<file path="src/kwm_pkg.sv">
// mode and status codes plus the result record of the k-way merge block
// no dependencies; used by the sequencer, the top level and the checker
package kwm_pkg;

	localparam logic [1:0] MODE_PUSH  = 2'd0;
	localparam logic [1:0] MODE_POP   = 2'd1;
	localparam logic [1:0] MODE_CLEAR = 2'd2;

	localparam logic [2:0] ST_PUSHED  = 3'd0;
	localparam logic [2:0] ST_DROPPED = 3'd1;
	localparam logic [2:0] ST_POPPED  = 3'd2;
	localparam logic [2:0] ST_EMPTY   = 3'd3;
	localparam logic [2:0] ST_CLEARED = 3'd4;

	typedef struct packed {
		logic [2:0]         status;
		logic signed [31:0] value;
		logic [2:0]         list;
	} res_t;

endpackage

</file>
<file path="src/kwm_ctrl.sv">
// sequencer of the k-way merge block: head and tail positions, push, clear
// and the pop scan over the element memory; uses kwm_pkg
module kwm_ctrl #(
	parameter int NUM_LISTS  = 8,
	parameter int LIST_DEPTH = 64,
	parameter int AW         = 9
) (
	input  logic               clk,
	input  logic               arst_n,
	input  logic               item_valid,
	output logic               item_stall,
	input  logic [1:0]         mode,
	input  logic [2:0]         list_id,
	input  logic signed [31:0] value,
	output logic               res_valid,
	output kwm_pkg::res_t      res,
	input  logic               out_free,
	output logic               mem_we,
	output logic [AW-1:0]      mem_waddr,
	output logic signed [31:0] mem_wdata,
	output logic               mem_re,
	output logic [AW-1:0]      mem_raddr,
	input  logic signed [31:0] mem_rdata
);

	localparam int LW = (NUM_LISTS > 1) ? $clog2(NUM_LISTS) : 1;
	localparam int PW = $clog2(2 * LIST_DEPTH);
	localparam int SW = (LIST_DEPTH > 1) ? $clog2(LIST_DEPTH) : 1;
	localparam logic [PW-1:0] POS_LAST = PW'(2 * LIST_DEPTH - 1);
	localparam logic [PW-1:0] DEPTH_P  = PW'(LIST_DEPTH);
	localparam logic [LW-1:0] K_LAST   = LW'(NUM_LISTS - 1);

	typedef enum logic [2:0] {
		IDLE,
		EXEC,
		SCAN,
		DRAIN,
		FIN,
		RESP
	} state_t;

	state_t             state_q;
	logic [1:0]         mode_q;
	logic [2:0]         id_q;
	logic signed [31:0] value_q;
	logic [PW-1:0]      head_q [NUM_LISTS];
	logic [PW-1:0]      tail_q [NUM_LISTS];
	logic [LW-1:0]      k_q;
	logic               pend_s1;
	logic [LW-1:0]      pk_s1;
	logic               found_q;
	logic signed [31:0] best_q;
	logic [LW-1:0]      bestk_q;
	kwm_pkg::res_t      res_q;

	logic [LW-1:0]      id_idx;
	logic [LW-1:0]      idx;
	logic [PW-1:0]      hsel;
	logic [PW-1:0]      tsel;
	logic [PW:0]        fill;
	logic               id_ok;
	logic               push_ok;
	logic               empty_sel;

	function automatic logic [SW-1:0] slot_of(input logic [PW-1:0] pos);
		logic [PW-1:0] adj;
		adj = (pos >= DEPTH_P) ? pos - DEPTH_P : pos;
		return SW'(adj);
	endfunction

	function automatic logic [PW-1:0] pos_inc(input logic [PW-1:0] pos);
		return (pos == POS_LAST) ? '0 : pos + PW'(1);
	endfunction

	assign id_idx    = LW'(id_q);
	assign idx       = (state_q == SCAN) ? k_q : id_idx;
	assign hsel      = head_q[idx];
	assign tsel      = tail_q[idx];
	assign empty_sel = (hsel == tsel);
	// positions run modulo twice the depth, so full and empty differ
	assign fill      = {1'b0, tsel} - {1'b0, hsel}
	                 + ((tsel < hsel) ? (PW+1)'(2 * LIST_DEPTH) : '0);
	assign id_ok     = int'(id_q) < NUM_LISTS;
	assign push_ok   = id_ok && (fill < (PW+1)'(LIST_DEPTH));

	assign mem_we    = (state_q == EXEC) && (mode_q == kwm_pkg::MODE_PUSH) && push_ok;
	assign mem_waddr = AW'(idx) * AW'(LIST_DEPTH) + AW'(slot_of(tsel));
	assign mem_wdata = value_q;
	assign mem_re    = (state_q == SCAN) && !empty_sel;
	assign mem_raddr = AW'(idx) * AW'(LIST_DEPTH) + AW'(slot_of(hsel));

	assign item_stall = (state_q != IDLE);
	assign res_valid  = (state_q == RESP);
	assign res        = res_q;

	always_ff @(posedge clk or negedge arst_n) begin
		if (!arst_n) begin
			state_q <= IDLE;
			mode_q  <= '0;
			id_q    <= '0;
			value_q <= '0;
			for (int i = 0; i < NUM_LISTS; i++) begin
				head_q[i] <= '0;
				tail_q[i] <= '0;
			end
			k_q     <= '0;
			pend_s1 <= 1'b0;
			pk_s1   <= '0;
			found_q <= 1'b0;
			best_q  <= '0;
			bestk_q <= '0;
			res_q   <= '0;
		end else begin
			case (state_q)
				IDLE: begin
					if (item_valid) begin
						mode_q  <= mode;
						id_q    <= list_id;
						value_q <= value;
						state_q <= EXEC;
					end
				end
				EXEC: begin
					res_q   <= '0;
					state_q <= RESP;
					case (mode_q)
						kwm_pkg::MODE_PUSH: begin
							if (push_ok) begin
								for (int i = 0; i < NUM_LISTS; i++) begin
									if (LW'(i) == id_idx) begin
										tail_q[i] <= pos_inc(tail_q[i]);
									end
								end
								res_q.status <= kwm_pkg::ST_PUSHED;
							end else begin
								res_q.status <= kwm_pkg::ST_DROPPED;
							end
						end
						kwm_pkg::MODE_POP: begin
							k_q     <= '0;
							found_q <= 1'b0;
							state_q <= SCAN;
						end
						kwm_pkg::MODE_CLEAR: begin
							for (int i = 0; i < NUM_LISTS; i++) begin
								head_q[i] <= '0;
								tail_q[i] <= '0;
							end
							res_q.status <= kwm_pkg::ST_CLEARED;
						end
						default: begin
							res_q.status <= kwm_pkg::ST_EMPTY;
						end
					endcase
				end
				SCAN: begin
					if (k_q == K_LAST) begin
						state_q <= DRAIN;
					end else begin
						k_q <= k_q + LW'(1);
					end
				end
				DRAIN: begin
					state_q <= FIN;
				end
				FIN: begin
					if (found_q) begin
						for (int i = 0; i < NUM_LISTS; i++) begin
							if (LW'(i) == bestk_q) begin
								head_q[i] <= pos_inc(head_q[i]);
							end
						end
						res_q.status <= kwm_pkg::ST_POPPED;
						res_q.value  <= best_q;
						res_q.list   <= 3'(bestk_q);
					end else begin
						res_q <= '0;
						res_q.status <= kwm_pkg::ST_EMPTY;
					end
					state_q <= RESP;
				end
				RESP: begin
					if (out_free) begin
						state_q <= IDLE;
					end
				end
				default: begin
					state_q <= IDLE;
				end
			endcase

			// head read lands in the cycle after issue; ties go to the later list
			pend_s1 <= mem_re;
			pk_s1   <= k_q;
			if (pend_s1 && (!found_q || (mem_rdata <= best_q))) begin
				found_q <= 1'b1;
				best_q  <= mem_rdata;
				bestk_q <= pk_s1;
			end
		end
	end

endmodule

</file>
<file path="config.mk">
export PLATFORM = sky130hd
export DESIGN_NAME = kwm_ctrl
export DESIGN_NICKNAME = d
export VERILOG_FILES = /design/src/kwm_pkg.sv /design/src/kwm_ctrl.sv
export SDC_FILE = /design/constraint.sdc
export NUM_CORES = 1
export LEC_CHECK = 0
export ABC_AREA = 1
export ABC_CLOCK_PERIOD_IN_PS = 3320
export BUFFER_PORTS_ARGS = -buffer_cell sky130_fd_sc_hd__buf_2
export CAP_MARGIN = 20
export CELL_PAD_IN_SITES_DETAIL_PLACEMENT = 1
export CELL_PAD_IN_SITES_GLOBAL_PLACEMENT = 2
export CORE_UTILIZATION = 31
export CTS_CLUSTER_SIZE = 8
export DETAILED_ROUTE_END_ITERATION = 7
export PLACE_DENSITY_LB_ADDON = 0.1
export SETUP_SLACK_MARGIN = 0.5
export SYNTH_ARGS = -nofsm -noshare
export SYNTH_HDL_FRONTEND = slang
export SYNTH_SLANG_ARGS = --single-unit
</file>
<file path="constraint.sdc">
create_clock -name clk -period 3.32 [get_ports clk]
set_input_delay 0.664 -clock clk [delete_from_list [all_inputs] [get_ports clk]]
set_output_delay 0.664 -clock clk [all_outputs]
set_load 0.01 [all_outputs]
</file>
=== Yosys cells after proc, flatten, opt, wreduce, memory -nomap -nowiden ===
Cells that the tools add are included.

* Bits in registers: 233
* Word-level logic and storage cells: 221
* Output and inout bits: 92

* Reduce and logical (&&, ||, !) cells: 37
* Magnitude comparators: 6
* Add/subtract/negate cells: 23
* Mux-type cells: 62
* Bitwise gates (word level): 1
* Eq/ne operators: 63

{| class="wikitable"
|+ Operators with widths
! cell !! count
|-
| 7-bit 2-to-1 mux || 36
|-
| 56-bit one-hot mux with 2 select lines || 2
|-
| 56-bit 2-to-1 mux || 3
|-
| 7-bit by 1-bit adder with 7-bit output, second input constant || 16
|-
| 7-bit equality test, second input constant || 16
|-
| 38-bit one-hot mux with 2 select lines || 1
|-
| 4-bit AND reduction || 16
|-
| 7-bit binary-select mux with 3-bit select || 2
|-
| 36-bit 2-to-1 mux || 1
|-
| 32-bit less-or-equal comparator || 1
|-
| 3-bit equality test, first input constant || 8
|-
| 2-bit by 1-bit != test with 1-bit output, second input constant || 12
|-
| 2-bit != test, second input constant || 12
|-
| 3-bit 2-to-1 mux || 7
|-
| 9-bit by 6-bit adder with 9-bit output || 2
|-
| 3-bit one-hot mux with 6 select lines || 1
|-
| 7-bit >= comparator, second input constant || 2
|-
| 2-bit by 3-bit equality test with 1-bit output, first input constant || 4
|-
| 6-bit 2-to-1 mux || 2
|-
| 6-bit by 1-bit subtractor with 6-bit output, second input constant || 2
|-
| 2-bit nonzero test || 5
|-
| 3-bit equality test, second input constant || 3
|-
| 3-bit logical NOT || 3
|-
| 3-bit one-hot mux with 3 select lines || 1
|-
| 23 further kinds || 34
|}

=== Depth between registers and ports, before layout ===
Gate-level depths: netlist (run 1).

* Depth after elaboration: 13
* Depth in mapped cells: 25
* Depth with buffers taken out: 21

=== Worst setup path after synthesis (run 1) ===
Ideal clock, no wire load.

* Path kind: register -> output
* From: register state_q[0]
* To: output port mem_we
* Stages on the path, launching flop included: 16
* Buffers on the path: 3
* Arrival time: 3,050 ps
* Slack: -394 ps
* Path through: dfrtp_1 > inv_1 > nand4_2 > nand2_2 > buf_6 > clkbuf_1 > clkbuf_1 > o21ai_0 > a31oi_1 > ha_1 > a21o_1 > a21oi_1 > nand2_1 > inv_2 > nand3_1 > a21oi_1

* Cells in the longest elaborated chain, start to end: 11
* Elaborated cells between the ends (all ways): 17
* Classes of those cells: add/sub: 2; order compare: 2; eq/ne: 2; mux: 8; bitwise: 1; reduce/logical: 2

{| class="wikitable"
|+ RTL lines
! what !! RTL line !! source
|-
| start: declaration || kwm_ctrl.sv:42 || <nowiki>state_t state_q;</nowiki>
|-
| start signal: assignment || kwm_ctrl.sv:98 || <nowiki>state_q <= IDLE;</nowiki>
|-
| start signal: assignment || kwm_ctrl.sv:120 || <nowiki>state_q <= EXEC;</nowiki>
|-
| start signal: assignment || kwm_ctrl.sv:125 || <nowiki>state_q <= RESP;</nowiki>
|-
| 3-bit by 2-bit equality test with 1-bit output || kwm_ctrl.sv:76 || <nowiki>assign idx = (state_q == SCAN) ? k_q : id_idx;</nowiki>
|-
| 3-bit 2-to-1 mux || kwm_ctrl.sv:76 ||
|-
| 3-bit inverter with 4-bit output (implied by the code) || kwm_ctrl.sv:77, kwm_ctrl.sv:78 ||
|-
| 7-bit binary-select mux with 3-bit select, on equally long branches || kwm_ctrl.sv:78, kwm_ctrl.sv:77 ||
|-
| 7-bit 2-to-1 mux, on equally long branches (2 in a row) || kwm_ctrl.sv:78, kwm_ctrl.sv:77 ||
|-
| 7-bit less-than comparator || kwm_ctrl.sv:82 || <nowiki>+ ((tsel < hsel) ? (PW+1)'(2 * LIST_DEPTH) : '0);</nowiki>
|-
| 8-bit 2-to-1 mux || kwm_ctrl.sv:82 ||
|-
| 8-bit adder || kwm_ctrl.sv:82 ||
|-
| 8-bit by 7-bit less-than comparator with 1-bit output || kwm_ctrl.sv:84 || <nowiki>assign push_ok = id_ok && (fill < (PW+1)'(LIST_DEPTH));</nowiki>
|-
| 1-bit logical AND (*) || kwm_ctrl.sv:86 || <nowiki>assign mem_we = (state_q == EXEC) && (mode_q == kwm_pkg::MODE_PUSH) && push_ok;</nowiki>
|-
| end: declaration || kwm_ctrl.sv:18 || <nowiki>output logic mem_we,</nowiki>
|}

Every way passes the cells marked *; elsewhere a longest branch is shown, timed or not. The select of a mux whose other input is x is not followed.

=== Final worst setup path (run 1) ===
Same ends and word-level chain as after synthesis.

==> out/qor.csv, run 1 <==
metric,value,unit
grt_setup_unrepaired,yes,
worst-slew-pin-transition,0.872,ns
wire_per_inst,18.1,microns
synth.area.mux_share,0.0281,
hold_class,input port to async pin,
drt_first_pass_iters,4,
ioPinCount,165,
dp_cells,2299,
path_max_fanout,22,
critPathKind,flip-flop to output pin,
dp_hpwl,31000,microns
fin_nets,1940,
cts_tree,built,
vias,11800,
drtAntennaViolNets,0,
rows,74,
antenna_found_initial,4,
pwr-share-clk,0.205,
clock_skew,0.0279,ns
powerDensity,986,mW/mm^2
synth_common_cells,"nand2_1, dfrtp_1, inv_1",
period_share,1.17,
drtIter0Drc,484,
total_leakage_power,7.80,nW
syn_nets,1717,
clk_latency,0.55,ns
place_congestion,0.801,
seqPwrFrac,0.272,
clkTransAtPathRegs,0.05,ns
start_util,0.314,
yosys.area.top_type,dfrtp_1,
synthArstFlopShare,1.00,
p_switching,0.00707,W
setup_viol,47,
cts_sinks,233,
ys_ff_latch,233,
yosysMostFrequentCell,nand2_1,
ys_seq_area_frac,0.454,
synth-compound-area-share,0.134,
met2_length,19400,microns
synth_top_family_by_area,simple AND/OR/NAND/NOR gates,
maxSlewHeadroom,0.414,
synth_ff_type,dfrtp_1,
grt_max_degree,72,
fin_util,0.394,
p_sw_frac,0.446,
p_int,0.00879,W
grt_pass1_vias,12500,
cts_made_buffers,35,
chipHeight,206,microns
slew_violations,0,
wl_met3,2140,microns
synth_fa_ha_area_frac,0.0546,
die_x,206,microns
top_layer_used,met5,
status,"finished, violations left",
timing_hold_violations_final,0,
htreeDepth,2,
place_area,0.0149,sq mm
yosysUniqueCellTypes,43,
grt_overflow_total,0,
io_buffers,164,
fmax,257,MHz
required,2.66,ns
final_layout_size_suffix_gt1_frac,0.215,
start_kind,flip-flop,
p_total,0.0159,W
place_ws,-0.208,ns
viasPerCell,5.04,
stdcell_area,0.0161,sq mm
setup_ws,-0.578,ns
drv_cap,0,
worst_ir_drop_vdd,0.000444,V
layout-area-overhead-vs-synth,25.3,%
crit_path_end_kind,output pin,
synthSimpleGateAreaFrac,0.235,
synth_xor_area_frac,0.0171,
synth_area,0.0128,sq mm
power_frac_comb,0.523,
synth_edf_count,0,
cts_buffer_depth,3,
fin_crit,3.90,ns
die_area,0.0422,sq mm
synth_warnings,0,
m1WireLength,20100,microns
arrival,3.23,ns
core,0.0408,sq mm
failed_checks,setup timing,
synthTopCellsByArea,"dfrtp_1, nand2_1, o21ai_0",
synth_top_area_share,0.454,
routed_wl,42600,microns
route.detailed.drc,0,
syn_area_per_cell,8.09,sq um
stdcell_count,2350,
root_buffer,clkbuf_16,
grt_pass1_wl,69800,microns
synthCells,1588,
grt.total_usage,0.211,
power by group through the flow:
stage | sequential [W] | combinational [W] | clock [W]
after CTS | 0.00433 | 0.00829 | 0.00339
after floorplan | 0.00440 | 0.00461 | 0
final | 0.00432 | 0.00830 | 0.00325
after global routing | 0.00445 | 0.00932 | 0.00348
after detailed placement | 0.00436 | 0.00796 | 0
after global placement | 0.00433 | 0.00786 | 0
metrics by stage:
stage,hold WS (ns),TNS [ns]
global route,0.149,-17.45
CTS,0.111,-3.05
floorplan,0.368,0
global placement,0.415,-4.66
detailed placement,0.413,-7.66
finish,0.112,-3.35
cell type report:
class	count	area, sq um
Fill cell	4824	24700
Multi-Input combinational cell	1115	6270
Sequential cell	233	5830
Timing Repair Buffer	252	1720
Clock buffer	39	901
Tap cell	532	666
Inverter	174	657
Clock inverter	3	33.8
Antenna cell	2	5.00
registers in the layout, indices dropped and copies added, names as in the netlist, 2 cells and up:
name,cells
best_q,32
state_q,3
tail_q,56
id_idx,3
mem_wdata,32
mode_q,2
head_q,56
res,38
k_q,3
bestk_q,3
pk_s1,3
placed cells by master (no fill, tap or decap), drive strengths merged, types with 2 or more instances in the layout:
master,synthesis,final
nand3b,5,5
nor3b,2,2
a32o,2,2
nor3,62,62
xnor2,10,10
nor2,131,131
and3,5,5
mux2,32,32
a21oi,143,143
inv,172,173
o21a,3,3
clkbuf,43,39
buf,23,251
ha,56,56
o21ai,156,156
dfrtp,233,233
diode,0,2
nand3,79,79
nor4,8,8
o22ai,5,5
nand4,68,68
a31oi,7,7
nand2,313,313
xor2,15,15
clkinv,2,3
o211ai,5,5
critical path, stage by stage, from the launching register on:
cell	delay, ns
dfrtp_1	0.39
inv_2	0.11
nand3_4	0.14
o21ai_2	0.21
buf_12	0.19
o21ai_0	0.13
o22ai_2	0.27
inv_1	0.08
o21ai_2	0.18
inv_1	0.08
ha_1	0.19
o21bai_1	0.17
nand3_2	0.10
nand2_1	0.09
nand2_2	0.06
a21oi_2	0.14
buf_6	0.14
per-layer routing:
layer | global-route usage | vias to the layer above
li1 | - | 5798
met1 | 0.291 | 5797
met2 | 0.331 | 183
met3 | 0.0464 | 60
met4 | 0.0579 | 4
met5 | 0 | -
final timing paths:
kind,start,cells after the start,to,slack (ns)
worst max-delay path,state_q[0]$_DFFE_PN0P_,16,mem_we,-0.58
worst min-delay path,arst_n,1,head_q[10]$_DFFE_PN0P_,0.11
worst max register to register,state_q[0]$_DFFE_PN0P_,22,tail_q[30]$_DFFE_PN0P_,-0.10
worst min register to register,k_q[2]$_DFFE_PN0P_,0,pk_s1[2]$_DFF_PN0_,0.43
max in group asynchronous,arst_n,2,best_q[13]$_DFFE_PN0P_,2.35
min in group clk,value[23],2,mem_wdata[23]$_DFFE_PN0P_,0.36
repair_timing:
| action | in CTS | in global routing |
|---|---|---|
| hold buffers | 0 | 0 |
| resized for setup | 33 | 31 |
| pin swaps | 6 | 6 |
| setup endpoints to repair | 82 | 131 |
| setup buffers | 6 | 0 |
| cloned | 1 | 0 |
logic make-up (layout without fill, tap and decap cells):
kind of cell,count (synthesis),count (layout)
other,0,2
and+or+nand+nor,674,674
DFF,233,233
xor gates and xnor gates,25,25
AOI/OAI and AO/OA,328,328
buffers and inverters,240,468
adders and majority gates,56,56
muxes,32,32
(Power assumes the default switching activity.)
==> inputs of run 2 (changes only) <==
--- a/config.mk
+++ b/config.mk
@@ -6,14 +6,14 @@
 export NUM_CORES = 1
 export LEC_CHECK = 0
 export ABC_AREA = 1
-export ABC_CLOCK_PERIOD_IN_PS = 3320
-export BUFFER_PORTS_ARGS = -buffer_cell sky130_fd_sc_hd__buf_2
+export ABC_CLOCK_PERIOD_IN_PS = 3700
 export CAP_MARGIN = 20
 export CELL_PAD_IN_SITES_DETAIL_PLACEMENT = 1
 export CELL_PAD_IN_SITES_GLOBAL_PLACEMENT = 2
-export CORE_UTILIZATION = 31
+export CORE_UTILIZATION = 38
 export CTS_CLUSTER_SIZE = 8
 export DETAILED_ROUTE_END_ITERATION = 7
+export DONT_BUFFER_PORTS = 1
 export PLACE_DENSITY_LB_ADDON = 0.1
 export SETUP_SLACK_MARGIN = 0.5
 export SYNTH_ARGS = -nofsm -noshare
==> constraint.sdc (replaced) <==
create_clock -name clk -period 3.7 [get_ports clk]
set_input_delay 0.74 -clock clk [delete_from_list [all_inputs] [get_ports clk]]
set_output_delay 0.74 -clock clk [all_outputs]
set_load 0.05 [all_outputs]
==> run 2 against run 1 <==
Against the previous run: the flow finishes with violations (hold timing, setup timing); critical path depth stayed put; routed wire length shrank 0.16%; largest cell class unchanged; global-route usage rose by 2.8 points; sequential cell count unchanged; sequential power grew 22%; non-clock buffer count down 129.
==> out/qor.csv, run 2 (synthesis gave the netlist of run 1 again) <==
metric,value,unit,change
status,"finished, violations left",,unchanged
start_kind,flip-flop,,unchanged
drtAntennaViolNets,0,,unchanged
rows,66,,was 74
grt_overflow_total,0,,unchanged
drv_cap,0,,unchanged
fin_nets,1812,,was 1940
place_ws,-0.0361,ns,was -0.208 ns
antenna_found_initial,1,,was 4
grt_pass1_vias,11800,,was 12500
crit_path_end_kind,output pin,,unchanged
setup_ws,-0.467,ns,was -0.578 ns
final_cell_mix,"nand2_1, dfrtp_1, inv_1",,unchanged
clock_skew,0.0132,ns,was 0.0279 ns
powerDensity,1050,mW/mm^2,was 986 mW/mm^2
worst-slew-pin-transition,1.06,ns,was 0.872 ns
ioPinCount,165,,unchanged
diodes,0,,was 2
chipHeight,186,microns,was 206 microns
p_total,0.0169,W,was 0.0159 W
root_buffer,clkbuf_16,,unchanged
io_buffers,0,,was 164
core,0.0329,sq mm,was 0.0408 sq mm
timing_hold_violations_final,85,,was 0
fmax,240,MHz,
stdcell_area,0.0162,sq mm,was 0.0161 sq mm
start_util,0.391,,was 0.314
hold_class,input port to async pin,,unchanged
critPathKind,flip-flop to output pin,,unchanged
viasPerCell,5.40,,was 5.04
place_area,0.0137,sq mm,was 0.0149 sq mm
period_share,1.13,,
cts_buffer_depth,3,,unchanged
drt_first_pass_iters,4,,unchanged
fin_crit,4.17,ns,
drtIter0Drc,494,,was 484
cts_tree,built,,unchanged
arrival,3.43,ns,was 3.23 ns
crit-reg2reg-launch,state_q[0]$_DFFE_PN0P_,,unchanged
cts_sinks,233,,unchanged
die_x,186,microns,was 206 microns
routed_wl,42500,microns,was 42600 microns
grt_setup_unrepaired,yes,,unchanged
path_max_fanout,5,,was 22
required,2.96,ns,was 2.66 ns
place_congestion,0.817,,was 0.801
clkTransAtPathRegs,0.05,ns,about the same
worst_ir_drop_vdd,0.000586,V,was 0.000444 V
die_area,0.0345,sq mm,was 0.0422 sq mm
r2r_slack,-0.03,ns,was -0.10 ns
total_leakage_power,7.43,nW,was 7.80 nW
grt_pass1_wl,64700,microns,was 69800 microns
final_layout_size_suffix_gt1_frac,0.198,,was 0.215
grt.total_usage,0.240,,was 0.211
final_common_cell,nand2_1,,unchanged
maxSlewHeadroom,0.288,,was 0.414
dp_hpwl,27900,microns,was 31000 microns
route.detailed.drc,0,,unchanged
failed_checks,"hold timing, setup timing",,was setup timing
setup_viol,12,,was 47
htreeDepth,2,,unchanged
vias,11500,,was 11800
fin_hold_ws,-0.0751,ns,was 0.112 ns
cts_made_buffers,35,,unchanged
layout-area-overhead-vs-synth,26.1,%,was 25.3%
grt_max_degree,234,,was 72
fin_util,0.492,,was 0.394
slew_violations,0,,unchanged
cp-startpoint,state_q[0]$_DFFE_PN0P_,,unchanged
wire_per_inst,19.9,microns,was 18.1 microns
clk_latency,0.52,ns,was 0.55 ns
run 2: cell types whose count changed in the layout (fill, tap and decap cells not counted), moves of 8 or more:
cell	before	now
buf_2	159	0
buf_6	5	18
buf_8	2	11
nand2_1	303	248
nand2_2	8	60
o21ai_0	123	113
o21ai_4	1	9
run 2: final cells by class:
cell class,count,area (sq um)
clock inverters,3,55.1
repair buffers,123,1500
flip-flops and latches,233,5830
well taps,442,553
multi-input cells,1115,6670
clock buffers,41,908
fillers,3882,16700
inverters,174,661
repair inverters,1,7.51
run 2: per-stage QoR:
stage	std cells	TNS [ns]	hold slack (ns)
after floorplan	1588	-0.0629	0.380
after global placement	2012	0	0.419
after detailed placement	2012	-0.0710	0.398
after CTS	2092	-0.822	-0.0957
after global routing	2132	-6.27	-0.103
final	2132	-1.12	-0.0751
run 2: worst paths after layout:
path                                              to  depth (start not counted)
max                                           mem_we                         16
min                            head_q[0]$_DFFE_PN0P_                          0
max reg2reg                   tail_q[28]$_DFFE_PN0P_                         23
min reg2reg                       pk_s1[2]$_DFF_PN0_                          0
max in group asynchronous     tail_q[24]$_DFFE_PN0P_                          0
min in group clk           mem_wdata[27]$_DFFE_PN0P_                          1
run 2: per-layer routing:
metal	track usage	vias up	wire length [microns]	part of all wire
li1	-	5548	-	-
met1	0.311	5686	18600	0.44
met2	0.395	218	20500	0.48
met3	0.0646	60	2560	0.060
met4	0.0564	2	846	0.020
met5	0	-	13	0.00031
run 2: report_power, final:
group | total [W] | internal, W | switching (W)
clock network | 0.00291 | 0.00172 | 0.00118
logic | 0.00875 | 0.00347 | 0.00527
registers | 0.00529 | 0.00330 | 0.00198
total | 0.0169 | 0.00850 | 0.00844
run 2: worst max-delay path: stages (launching register included):
cell and delay (ns):
dfrtp_1 0.40, inv_2 0.09, nand3_4 0.11, buf_4 0.19
buf_4 0.14, o21ai_4 0.21, clkinvlp_4 0.23, buf_6 0.18
o21ai_4 0.23, ha_4 0.25, and3_4 0.20, nand3_2 0.08
nand2_1 0.07, inv_2 0.10, nand3_4 0.11, a21oi_4 0.16
buf_12 0.16
run 2: repair_timing:
| action | CTS | global route |
|---|---|---|
| buffers inserted | 33 | 33 |
| pin swaps | 22 | 34 |
| endpoints found under the hold margin | 233 | 233 |
| gates resized for setup | 76 | 134 |
| gates cloned | 3 | 7 |
| endpoints found under the setup margin | 71 | 73 |
==> inputs of run 3 (changes only) <==
==> constraint.sdc (replaced) <==
create_clock -name clk -period 3.7 [get_ports clk]
set_input_delay 0.74 -clock clk [delete_from_list [all_inputs] [get_ports clk]]
set_output_delay 0.74 -clock clk [all_outputs]
set_load 0.01 [all_outputs]
==> run 3 against run 2 <==
Against the previous run: the run still ends with hold timing, setup timing left; power decreased by 18%; maximum frequency increased by 2.8%; routed wire length decreased by 4.7%; setup slack improved by 0.11 ns; largest power group unchanged; clock power decreased by 1%; hold slack got worse by 0.033 ns; global-route usage increased by 0.19 points; largest cell class unchanged; core utilization decreased by 2.8 points; critical endpoint unchanged; clock skew increased by 0.011 ns.
==> out/qor.csv, run 3 (synthesis gave the netlist of run 1 again) <==
metric,value,unit,change
dp_cells,2003,,was 2012
use_met2,0.388,,was 0.395
place_congestion,0.813,,was 0.817
worst-slew-pin-transition,1.06,ns,about the same
hold_class,input port to async pin,,unchanged
start_util,0.391,,unchanged
grt_pass1_vias,11800,,about the same
grt_use_met1,0.316,,was 0.311
routed_wl,40500,microns,was 42500 microns
grt_overflow_total,0,,unchanged
clkTransAtPathRegs,0.06,ns,was 0.05 ns
timing_hold_violations_final,43,,was 85
failed_checks,"hold timing, setup timing",,unchanged
ioPinCount,165,,unchanged
powerDensity,908,mW/mm^2,was 1050 mW/mm^2
critPathKind,flip-flop to output pin,,unchanged
cp_slowest_cell,dfrtp_1,,unchanged
slew_violations,0,,unchanged
crit_top_cell,inv_2,,
drtIter0Drc,559,,was 494
wire_per_inst,19.3,microns,was 19.9 microns
drt_first_pass_iters,5,,was 4
max_stage_delay,0.39,ns,was 0.40 ns
antenna_found_initial,0,,was 1
grt_pass1_wl,64900,microns,was 64700 microns
fin_nets,1782,,was 1812
vias,11300,,was 11500
setup_viol,2,,was 12
arrival,3.31,ns,was 3.43 ns
path_cells,inv_2 > nand3_4 > buf_6 > o21ai_4 > buf_12 > a21oi_1 > a221oi_2 > a31oi_2 > ha_1 > a21o_1 > a21oi_2 > nand2_2 > inv_2 > nand3_2 > a21oi_4,,was inv_2 > nand3_4 > buf_4 > buf_4 > o21ai_4 > clkinvlp_4 > buf_6 > o21ai_4 > ha_4 > and3_4 > nand3_2 > nand2_1 > inv_2 > nand3_4 > a21oi_4 > buf_12
route.detailed.drc,0,,unchanged
crit_path_end_kind,output pin,,unchanged
layout-area-overhead-vs-synth,18.8,%,was 26.1%
cts_buffer_depth,3,,unchanged
p_total,0.0139,W,was 0.0169 W
cts_tree,built,,unchanged
root_buffer,clkbuf_16,,unchanged
required,2.96,ns,about the same
final_layout_size_suffix_gt1_frac,0.138,,was 0.198
maxSlewHeadroom,0.294,,was 0.288
use_met3,0.0628,,was 0.0646
r2r_slack,0.23,ns,was -0.03 ns
grt_setup_unrepaired,yes,,unchanged
final_common_cell,nand2_1,,unchanged
worst_ir_drop_vdd,0.000483,V,was 0.000586 V
dp_hpwl,27400,microns,was 27900 microns
drtAntennaViolNets,0,,unchanged
stdcell_area,0.0153,sq mm,was 0.0162 sq mm
final_cell_mix,"nand2_1, dfrtp_1, inv_1",,unchanged
grt_max_degree,234,,unchanged
stdcell_count,2099,,was 2132
io_buffers,0,,unchanged
place_area,0.0135,sq mm,was 0.0137 sq mm
die_area,0.0345,sq mm,unchanged
die_x,186,microns,unchanged
grt.total_usage,0.241,,was 0.240
clk_latency,0.55,ns,was 0.52 ns
total_leakage_power,7.16,nW,was 7.43 nW
status,"finished, violations left",,unchanged
fmax,247,MHz,was 240 MHz
rows,66,,unchanged
core,0.0329,sq mm,unchanged
clock_skew,0.0237,ns,was 0.0132 ns
fin_hold_ws,-0.108,ns,was -0.0751 ns
cts_sinks,233,,unchanged
setup_ws,-0.354,ns,was -0.467 ns
start_kind,flip-flop,,unchanged
busiest_layer,met2,,unchanged
diodes,0,,unchanged
viasPerCell,5.37,,was 5.40
path_max_fanout,7,,was 5
cts_made_buffers,35,,unchanged
fin_crit,4.05,ns,was 4.17 ns
htreeDepth,2,,unchanged
period_share,1.10,,was 1.13
drv_cap,0,,unchanged
chipHeight,186,microns,unchanged
[run 3: path summary, 6_finish.rpt]
check | depth (start not counted) | endpoint | from
min | 0 | head_q[43]$_DFFE_PN0P_ | arst_n
max | 15 | mem_we | state_q[0]$_DFFE_PN0P_
max in group asynchronous | 0 | state_q[1]$_DFFE_PN0P_ | arst_n
min reg2reg | 0 | pk_s1[2]$_DFF_PN0_ | k_q[2]$_DFFE_PN0P_
max reg2reg | 20 | tail_q[37]$_DFFE_PN0P_ | state_q[0]$_DFFE_PN0P_
min in group clk | 2 | best_q[27]$_DFFE_PN0P_ | mem_rdata[27]
[run 3: layout make-up]
| cell class | count | area, sq um |
|---|---|---|
| fillers | 3986 | 17600 |
| repair buffers | 91 | 971 |
| flip-flops and latches | 233 | 5830 |
| multi-input cells | 1117 | 6290 |
| inverters | 174 | 657 |
| repair inverters | 1 | 5.00 |
| clock buffers | 37 | 883 |
| clock inverters | 4 | 63.8 |
| well taps | 442 | 553 |
[run 3: what timing repair did]
item / in CTS / in global routing
setup endpoints to repair: 70 / 70
pin swaps: 10 / 20
resized for setup: 28 / 43
endpoints found under the hold margin: 233 / 233
setup buffers: 31 / 14
gates cloned: 7 / 3
[run 3: power by group]
group / leakage, nW / total [W] / switching (W) / internal [W]
registers: 2.98 / 0.00417 / 0.000838 / 0.00333
logic: 3.72 / 0.00682 / 0.00418 / 0.00263
clock network: 0.461 / 0.00287 / 0.00118 / 0.00169
total: 7.16 / 0.0139 / 0.00620 / 0.00766
[run 3: critical path: cells and delay by family, from the launching register on]
family                   cells  cell delay (ns)
adder cells (fa/ha/maj)      1             0.33
flip-flops                   1             0.39
AND/OR/NAND/NOR              3             0.27
buffers and inverters        4             0.47
AO/OA/AOI/OAI                7             1.31
[run 3: per-layer routing]
metal	part of all wire	vias to the layer above
met1	0.45	5533
met4	0.022	0
met2	0.47	214
met3	0.062	55
li1	-	5467
met5	0	-
[run 3: per-stage QoR]
step           setup TNS [ns]  setup slack [ns]   util
6_report               -0.613            -0.354  0.464
5_1_grt                -0.932            -0.489  0.464
4_1_cts                -0.536            -0.320  0.456
3_5_place_dp                0            0.0334  0.412
3_3_place_gp                0             0.107  0.412
2_1_floorplan               0             0.362      -
